## src/design/scme_pkg.sv

```systemverilog
// Types, constants and arithmetic helpers shared by the matrix element design.
package scme_pkg;

  localparam int NUM_ORBITALS_DEFAULT = 16;
  localparam int MASK_W = 16;
  localparam int ORB_W = 4;
  localparam int IDX_W = 5;
  localparam int VALUE_W = 64;
  localparam int QUEUE_DEPTH = 2;

  localparam logic [1:0] KIND_LOAD_ONE = 2'd0;
  localparam logic [1:0] KIND_LOAD_TWO = 2'd1;
  localparam logic [1:0] KIND_COMPUTE = 2'd2;

  typedef logic signed [VALUE_W-1:0] value_t;

  localparam value_t VALUE_MIN = value_t'({1'b1, {(VALUE_W-1){1'b0}}});
  localparam value_t VALUE_MAX = value_t'({1'b0, {(VALUE_W-1){1'b1}}});

  typedef struct packed {
    logic [1:0] kind;
    logic [ORB_W-1:0] orb_p;
    logic [ORB_W-1:0] orb_q;
    logic [ORB_W-1:0] orb_r;
    logic [ORB_W-1:0] orb_s;
    logic signed [VALUE_W-1:0] integral_value;
    logic [MASK_W-1:0] alpha_left;
    logic [MASK_W-1:0] beta_left;
    logic [MASK_W-1:0] alpha_right;
    logic [MASK_W-1:0] beta_right;
  } item_t;

  typedef struct packed {
    logic signed [VALUE_W-1:0] matrix_element;
    logic [1:0] excitation_level;
    logic count_mismatch;
  } result_t;

  typedef enum logic [2:0] {
    OP_LOAD_ONE,
    OP_LOAD_TWO,
    OP_DIAG,
    OP_SINGLE,
    OP_DOUBLE,
    OP_MIXED,
    OP_ZERO
  } op_t;

  typedef struct packed {
    op_t op;
    logic signed [VALUE_W-1:0] value;
    logic [IDX_W-1:0] p;
    logic [IDX_W-1:0] q;
    logic [IDX_W-1:0] r;
    logic [IDX_W-1:0] s;
    logic [MASK_W-1:0] ma;
    logic [MASK_W-1:0] mb;
    logic neg;
    logic [1:0] level;
    logic mismatch;
  } cmd_t;

  typedef struct packed {
    logic clearing;
  } back_status_t;

  function automatic value_t sat_add(value_t a, value_t b);
    logic [VALUE_W:0] s;
    s = {a[VALUE_W-1], a} + {b[VALUE_W-1], b};
    if (s[VALUE_W] != s[VALUE_W-1]) begin
      return s[VALUE_W] ? VALUE_MIN : VALUE_MAX;
    end
    return s[VALUE_W-1:0];
  endfunction

  function automatic value_t sat_sub(value_t a, value_t b);
    logic [VALUE_W:0] s;
    s = {a[VALUE_W-1], a} - {b[VALUE_W-1], b};
    if (s[VALUE_W] != s[VALUE_W-1]) begin
      return s[VALUE_W] ? VALUE_MIN : VALUE_MAX;
    end
    return s[VALUE_W-1:0];
  endfunction

  function automatic value_t sat_neg(value_t a);
    return (a == VALUE_MIN) ? VALUE_MAX : -a;
  endfunction

  function automatic value_t half_floor(value_t a);
    return {a[VALUE_W-1], a[VALUE_W-1:1]};
  endfunction

  function automatic logic [ORB_W:0] popcount(logic [MASK_W-1:0] m);
    logic [ORB_W:0] c;
    c = '0;
    for (int i = 0; i < MASK_W; i++) begin
      c = c + (ORB_W+1)'(m[i]);
    end
    return c;
  endfunction

  function automatic logic [ORB_W-1:0] lowest_bit(logic [MASK_W-1:0] m);
    logic [ORB_W-1:0] r;
    r = '0;
    for (int i = MASK_W - 1; i >= 0; i--) begin
      if (m[i]) begin
        r = ORB_W'(i);
      end
    end
    return r;
  endfunction

  // Parity of the occupied orbitals strictly between a and b.
  function automatic logic odd_between(logic [MASK_W-1:0] m, logic [ORB_W-1:0] a,
                                       logic [ORB_W-1:0] b);
    logic [ORB_W-1:0] lo;
    logic [ORB_W-1:0] hi;
    logic par;
    lo = (a < b) ? a : b;
    hi = (a < b) ? b : a;
    par = 1'b0;
    for (int i = 0; i < MASK_W; i++) begin
      if (i > int'(lo) && i < int'(hi)) begin
        par = par ^ m[i];
      end
    end
    return par;
  endfunction

endpackage

```

## src/design/scme_queue.sv

```systemverilog
// Short command queue between the front end and the back end.
module scme_queue (
  input  logic           clk,
  input  logic           rst,
  input  logic           push,
  input  scme_pkg::cmd_t push_cmd,
  output logic           full,
  input  logic           pop,
  output logic           nonempty,
  output scme_pkg::cmd_t head
);

  import scme_pkg::*;

  localparam int PW = (QUEUE_DEPTH > 1) ? $clog2(QUEUE_DEPTH) : 1;

  cmd_t slots [QUEUE_DEPTH];
  logic [PW-1:0] wr_ptr, rd_ptr;
  logic [PW:0] count;

  always_ff @(posedge clk) begin
    if (push) begin
      slots[wr_ptr] <= push_cmd;
    end
  end

  always_ff @(posedge clk) begin
    if (rst) begin
      wr_ptr <= '0;
      rd_ptr <= '0;
      count <= '0;
    end else begin
      if (push) begin
        wr_ptr <= (wr_ptr == PW'(QUEUE_DEPTH - 1)) ? '0 : wr_ptr + 1'b1;
      end
      if (pop) begin
        rd_ptr <= (rd_ptr == PW'(QUEUE_DEPTH - 1)) ? '0 : rd_ptr + 1'b1;
      end
      if (push && !pop) begin
        count <= count + 1'b1;
      end else if (pop && !push) begin
        count <= count - 1'b1;
      end
    end
  end

  assign full = (count == (PW+1)'(QUEUE_DEPTH));
  assign nonempty = (count != '0);
  assign head = slots[rd_ptr];

endmodule

```

## config.mk

```make
export PLATFORM = sky130hd
export DESIGN_NAME = scme_queue
export DESIGN_NICKNAME = d
export VERILOG_FILES = /design/src/design/scme_pkg.sv /design/src/design/scme_queue.sv
export SDC_FILE = /design/constraint.sdc
export NUM_CORES = 1
export LEC_CHECK = 0
export BUFFER_PORTS_ARGS = -buffer_cell sky130_fd_sc_hd__buf_2
export CORE_ASPECT_RATIO = 0.6
export CORE_MARGIN = 10
export CORE_UTILIZATION = 34
export CTS_CLUSTER_DIAMETER = 80
export DETAILED_ROUTE_END_ITERATION = 12
export PLACE_DENSITY_LB_ADDON = 0.25
export SLEW_MARGIN = 20
export SYNTH_ARGS = -nofsm -noshare
export SYNTH_HDL_FRONTEND = slang
export SYNTH_SLANG_ARGS = --single-unit
```

## constraint.sdc

```tcl
create_clock -name clk -period 13.27 [get_ports clk]
set_clock_uncertainty 0.15 [all_clocks]
set_input_delay 2.654 -clock clk [delete_from_list [all_inputs] [get_ports clk]]
set_output_delay 2.654 -clock clk [all_outputs]
set_load 0.03 [all_outputs]
```

==> results.py, run 1 <==
metrics = {
    "outcome": {
        "outcome": "completed",
    },
    "logic_synthesis": {
        "yosysWarnings": 0,
        "muxShareOfSynthArea": 0.176,
        "synth.distinct_cells": 18,
        "yosys.area_share.xor_xnor": 0.00374,
        "synthSimpleGateAreaFrac": 0.00494,
        "synth_fp_nets": 533,
        "ys_ff_latch": 251,
        "syn_area_um2": 9370,
        "synth_top_family_by_area": "multiplexers",
        "synth_compound_area_frac": 0.00107,
        "seq_area_frac_synth": 0.799,
        "syn_inst": 405,
        "syn_area_per_cell_um2": 23.1,
        "synth_fa_ha_area_frac": 0.00133,
    },
    "job": {
        "max_cap_viol_count": 0,
    },
    "worst_setup_path": {
        "slowest_delay_ps": 780,
        "crit_slowest_cell": "buf_4",
        "worst-setup-path-type": "flip-flop to output pin",
        "rr_startpoint": "wr_ptr",
        "endpoint_kind": "output pin",
        "cp.arrival_ps": 2980,
        "startpoint_type": "flip-flop",
        "r2r_cells": 2,
        "path_cells": "buf_16 -> buf_4 -> mux2_2 -> buf_2",
        "worst-r2r-setup-slack_ps": 10660,
        "reg2reg_to": "slots[1][73]",
        "required_ps": 10470,
        "cp_max_fo": 53,
    },
    "routing": {
        "firstDrtPassIters": 4,
        "antenna_left": 0,
        "drt-total-wl_um": 21000,
        "drc_errors": 0,
        "wire_per_inst_um": 19.9,
        "vias_per_cell": 4.42,
        "via_count": 4654,
        "drt_iter0_drc": 308,
    },
    "finish": {
        "num-nets-final": 801,
        "seqCellArea_um2": 7490,
        "area_delta_synth_final_pct": 25.7,
        "num-fill-cells": 2365,
        "post_route_cells_drive_above_1_share": 0.603,
        "layout.cells.non_filler": 1053,
        "multi_input_area_um2": 1760,
    },
    "grt": {
        "grt_pass1_vias": 5063,
        "antenna_found_initial": 4,
        "grt_max_degree": 72,
        "grt_pass1_wl_um": 30400,
        "grt_use_total": 0.113,
        "grt-ovfl-total": 0,
    },
    "clock_tree": {
        "post_cts_buffers": 0,
        "tritoncts.num_buffers": 24,
        "cts_resized": 0,
        "cts_root_buffer": "clkbuf_16",
        "cts_max_level": 1,
        "clk_latency_ps": 520,
        "path_clk_slew_ps": 70,
        "postCtsHoldBufs": 0,
        "clockBufferDepth": 3,
        "tritoncts": "built",
        "cts_sinks": 251,
    },
    "placement": {
        "port-buffer-count": 251,
        "dp.cells": 1006,
        "hpwl_um": 14400,
        "globalplace.congestion": 0.746,
    },
    "sta": {
        "setup_tns_ps": 0,
        "min_period_ps": 5790,
        "fmax_mhz": 173,
        "tightest_slew_ps": 955,
        "setup_viol": 0,
        "post-route-period-util": 0.436,
        "max-slew-margin-rel": 0.363,
        "slew_violations": 0,
        "hold_violations": 0,
        "rsz0062_at_grt": "no",
    },
    "min_path": {
        "holdPathStages": 2,
        "holdCritPathClass": "flip-flop to flip-flop",
        "min_from": "rd_ptr",
    },
    "die": {
        "chipWidth_um": 234,
        "initial_core_util": 0.350,
        "core-area_um2": 26800,
        "design.die.area_um2": 34800,
        "core.rowCount": 46,
        "ios": 252,
        "die_h_um": 149,
    },
    "power_and_ir_drop": {
        "p_seq_frac": 0.501,
        "p_sw_mw": 0.468,
        "power_leakage_nw": 4.53,
        "p_per_area_nw_per_um2": 159,
        "internal_power_mw": 1.41,
        "p_sw_frac": 0.249,
        "clkPwrFrac": 0.353,
        "ir_drop_mv": 0.0957,
        "power_frac_comb": 0.146,
    },
}
sequential cells by signal, summed over array words and instances (netlist names), named ones only:
register  flops
count         2
rd_ptr        1
slots       246
wr_ptr        1
power groups by stage:
stage | sequential [mW] | combinational, mW | clock (mW)
floorplan | 0.958 | 0.196 | 0
global placement | 0.963 | 0.266 | 0
detailed placement | 0.966 | 0.271 | 0
CTS | 0.949 | 0.272 | 0.693
global route | 0.945 | 0.291 | 0.722
finish | 0.941 | 0.274 | 0.664
critical path: cells and delay by family, from the launching register on:
kind | cells | cell delay [ps]
flip-flops | 1 | 650
multiplexers | 1 | 420
buffers and inverters | 3 | 1280
layer usage:
metal | global-route usage | vias up | wire (µm)
met2 | 0.184 | 170 | 9910
li1 | - | 2146 | -
met3 | 0.0469 | 27 | 1960
met5 | 0 | - | 13
met4 | 0.0236 | 2 | 335
met1 | 0.139 | 2309 | 8740
synthesized netlist by cell type:
cell type,n,share of area
xor2_1,2,0.0019
edfxtp_1,246,0.79
inv_1,1,0.00040
mux2_2,53,0.064
xnor2_1,2,0.0019
nor2b_1,2,0.0013
a21oi_1,1,0.00053
ha_1,1,0.0013
buf_2,5,0.0027
dfxtp_1,5,0.011
o21ai_0,1,0.00053
or2_2,1,0.00067
buf_6,8,0.0096
buf_8,1,0.0016
mux2_4,70,0.11
nor2_1,4,0.0016
or3_1,1,0.00067
and2_1,1,0.00067
worst max path at each step:
stage,end,cells past startpoint,startpoint
6_report,head[106],4,flip-flop
3_3_place_gp,head[105],3,flip-flop
3_5_place_dp,head[7],3,flip-flop
5_1_grt,head[110],4,flip-flop
2_1_floorplan,slots[0][0],1,push
4_1_cts,head[7],3,flip-flop
cells by family after synthesis:
logic type	count (synthesis)
XOR/XNOR	4
multiplexers	123
buffers and inverters	15
flip-flops	251
AND/OR/NAND/NOR	9
adder cells (fa/ha/maj)	1
AO/OA/AOI/OAI	2
stage by stage:
stage	setup WS (ps)	area (µm²)	hold WS, ps	utilization	power [mW]
after floorplan	4510	9370	306	-	1.15
after global placement	7800	11000	327	0.411	1.23
after detailed placement	7720	11000	355	0.411	1.24
after CTS	7140	11800	373	0.439	1.91
after global routing	7320	11800	413	0.440	1.96
final	7480	11800	364	0.440	1.88
cell usage in the layout, fill, tap and decap left out:
| cell | n |
|---|---|
| buf_2 | 251 |
| edfxtp_1 | 246 |
| mux2_4 | 70 |
| mux2_2 | 53 |
| clkbuf_16 | 25 |
| clkinv_2 | 7 |
| clkbuf_1 | 6 |
| nor2_1 | 4 |
| clkinv_1 | 4 |
| dfxtp_1 | 4 |
| buf_4 | 4 |
| diode_2 | 2 |
| xor2_1 | 2 |
| xnor2_1 | 2 |
| bufinv_16 | 2 |
| nor2b_1 | 1 |
| or2_2 | 1 |
| and2_4 | 1 |
| inv_1 | 1 |
| nor2b_4 | 1 |
| o21ai_0 | 1 |
| or3_1 | 1 |
| a21oi_1 | 1 |
| ha_1 | 1 |
| dfxtp_4 | 1 |
| buf_16 | 1 |
final cells by class:
type	count	share of cell area
multi-input combinational	139	0.150
sequential	251	0.636
clock inverter	13	0.00934
tap	360	0.0382
antenna	2	0.000425
clock buffer	31	0.0550
timing repair buffer	256	0.111
inverter	1	0.000319
(Power assumes the default switching activity.)
==> run 2: changes to the inputs <==
- clock period: 13.27 -> 5.5 ns (I/O delays scaled with it)
==> results.py, run 2 (same netlist as run 1, synthesis figures left out) <==
metrics = {
    "outcome": {
        "outcome": "completed",
    },
    "clock_tree": {
        "tritoncts.num_buffers": 24,
        "clockBufferDepth": 3,
        "postCtsHoldBufs": 0,
        "cts_resized": 0,
        "post_cts_buffers": 0,
        "cts_sinks": 251,
        "path_clk_slew_ps": 60,
        "cts_max_level": 1,
        "clk_latency_ps": 510,
        "tritoncts": "built",
        "cts_root_buffer": "clkbuf_16",
    },
    "worst_setup_path": {
        "crit_slowest_cell": "dfxtp_4",
        "path_buf_inv": 2,
        "cp.arrival_ps": 2550,
        "slowest_delay_ps": 860,
        "critPathTopFamily": "flip-flops",
        "endpoint_kind": "output pin",
        "path_cells": "buf_12 -> mux2_4 -> buf_2",
        "worst-setup-path-type": "flip-flop to output pin",
        "startpoint_type": "flip-flop",
        "cp_max_fo": 75,
        "required_ps": 4250,
    },
    "job": {
        "max_cap_viol_count": 0,
    },
    "power_and_ir_drop": {
        "power_leakage_nw": 4.49,
        "p_per_area_nw_per_um2": 377,
        "ir_drop_mv": 0.217,
    },
    "die": {
        "design.die.area_um2": 34800,
        "core-area_um2": 26800,
        "die_h_um": 149,
        "chipWidth_um": 234,
        "ios": 252,
        "core.rowCount": 46,
        "initial_core_util": 0.350,
    },
    "routing": {
        "drt-total-wl_um": 20800,
        "via_count": 4619,
        "drt_iter0_drc": 305,
        "vias_per_cell": 4.41,
        "antenna_left": 0,
        "wire_per_inst_um": 19.9,
        "drc_errors": 0,
        "firstDrtPassIters": 4,
    },
    "placement": {
        "port-buffer-count": 251,
        "dpl_cell_area_um2": 11000,
        "globalplace.congestion": 0.750,
        "hpwl_um": 14400,
    },
    "sta": {
        "rsz0062_at_grt": "no",
        "setup_viol": 0,
        "max-slew-margin-rel": 0.371,
        "tightest_slew_ps": 943,
        "min_period_ps": 3800,
        "fmax_mhz": 263,
        "post-route-period-util": 0.691,
        "hold_violations": 0,
        "setup_tns_ps": 0,
        "slew_violations": 0,
    },
    "finish": {
        "largest_register_ffs": 246,
        "fin_area_um2": 11700,
        "diodes": 0,
        "reg_top3": "slots: 246 flops, count: 2 flops",
        "num-nets-final": 800,
        "largest_register": "slots",
        "layout_commonest_cell": "buf_2",
        "area_delta_synth_final_pct": 25.0,
        "mostFrequentLayoutCells": "buf_2, edfxtp_1, mux2_4",
        "post_route_cells_drive_above_1_share": 0.600,
    },
    "min_path": {
        "holdCritPathClass": "flip-flop to flip-flop",
    },
    "grt": {
        "grt_use_total": 0.114,
        "antenna_found_initial": 4,
        "grt_pass1_wl_um": 30800,
        "grt_pass1_vias": 5078,
        "grt-ovfl-total": 0,
        "grt_max_degree": 76,
    },
}
-- run 2: cell count changes in the layout (fill, tap and decap cells not counted), moves of 2 or more --
| cell | change |
|---|---|
| bufinv_16 | -2 |
| diode_2 | -2 |
| buf_12 | +2 |
| clkinv_2 | -3 |
| buf_4 | -2 |
-- run 2: metrics by stage --
step / util / instances / total power, mW / hold slack [ps] / setup WS (ps)
finish: 0.438 / 1047 / 4.42 / 373 / 1700
global route: 0.438 / 1047 / 4.61 / 411 / 1530
CTS: 0.438 / 1047 / 4.49 / 376 / 1590
detailed placement: 0.412 / 1006 / 2.98 / 358 / 2190
global placement: 0.412 / 1006 / 2.97 / 330 / 2190
floorplan: - / 405 / 2.78 / 306 / 605
-- run 2: routing by layer --
metal,part of all wire,global-route usage
met5,0.0013,0
met4,0.020,0.0249
met1,0.43,0.144
met3,0.089,0.0462
met2,0.46,0.181
-- run 2: final timing paths --
kind                  start            to  slack, ps  cells after the start
setup / recovery  flip-flop      head[89]       1700                      3
hold reg to reg      rd_ptr        rd_ptr        370                      2
hold / removal       rd_ptr        rd_ptr        370                      2
setup reg to reg     wr_ptr  slots[1][23]       3310                      2
-- run 2: cell type report --
class                           count  area, µm²
Fill cell                        2378      15100
Inverter                            1       3.75
Tap cell                          360        450
Timing Repair Buffer              255       1310
Multi-Input combinational cell    139       1760
Clock inverter                     10       46.3
Sequential cell                   251       7490
Clock buffer                       31        648
-- run 2: power breakdown --
part,total [mW],internal [mW],switching (mW)
Combinational,0.651,0.245,0.405
Sequential,2.28,2.23,0.0445
Clock,1.49,0.825,0.664
-- run 2: worst min-delay path, cell delays in order (launching register included) --
cell and delay [ps]:
dfxtp_1 330, xnor2_1 80, nor2_1 80
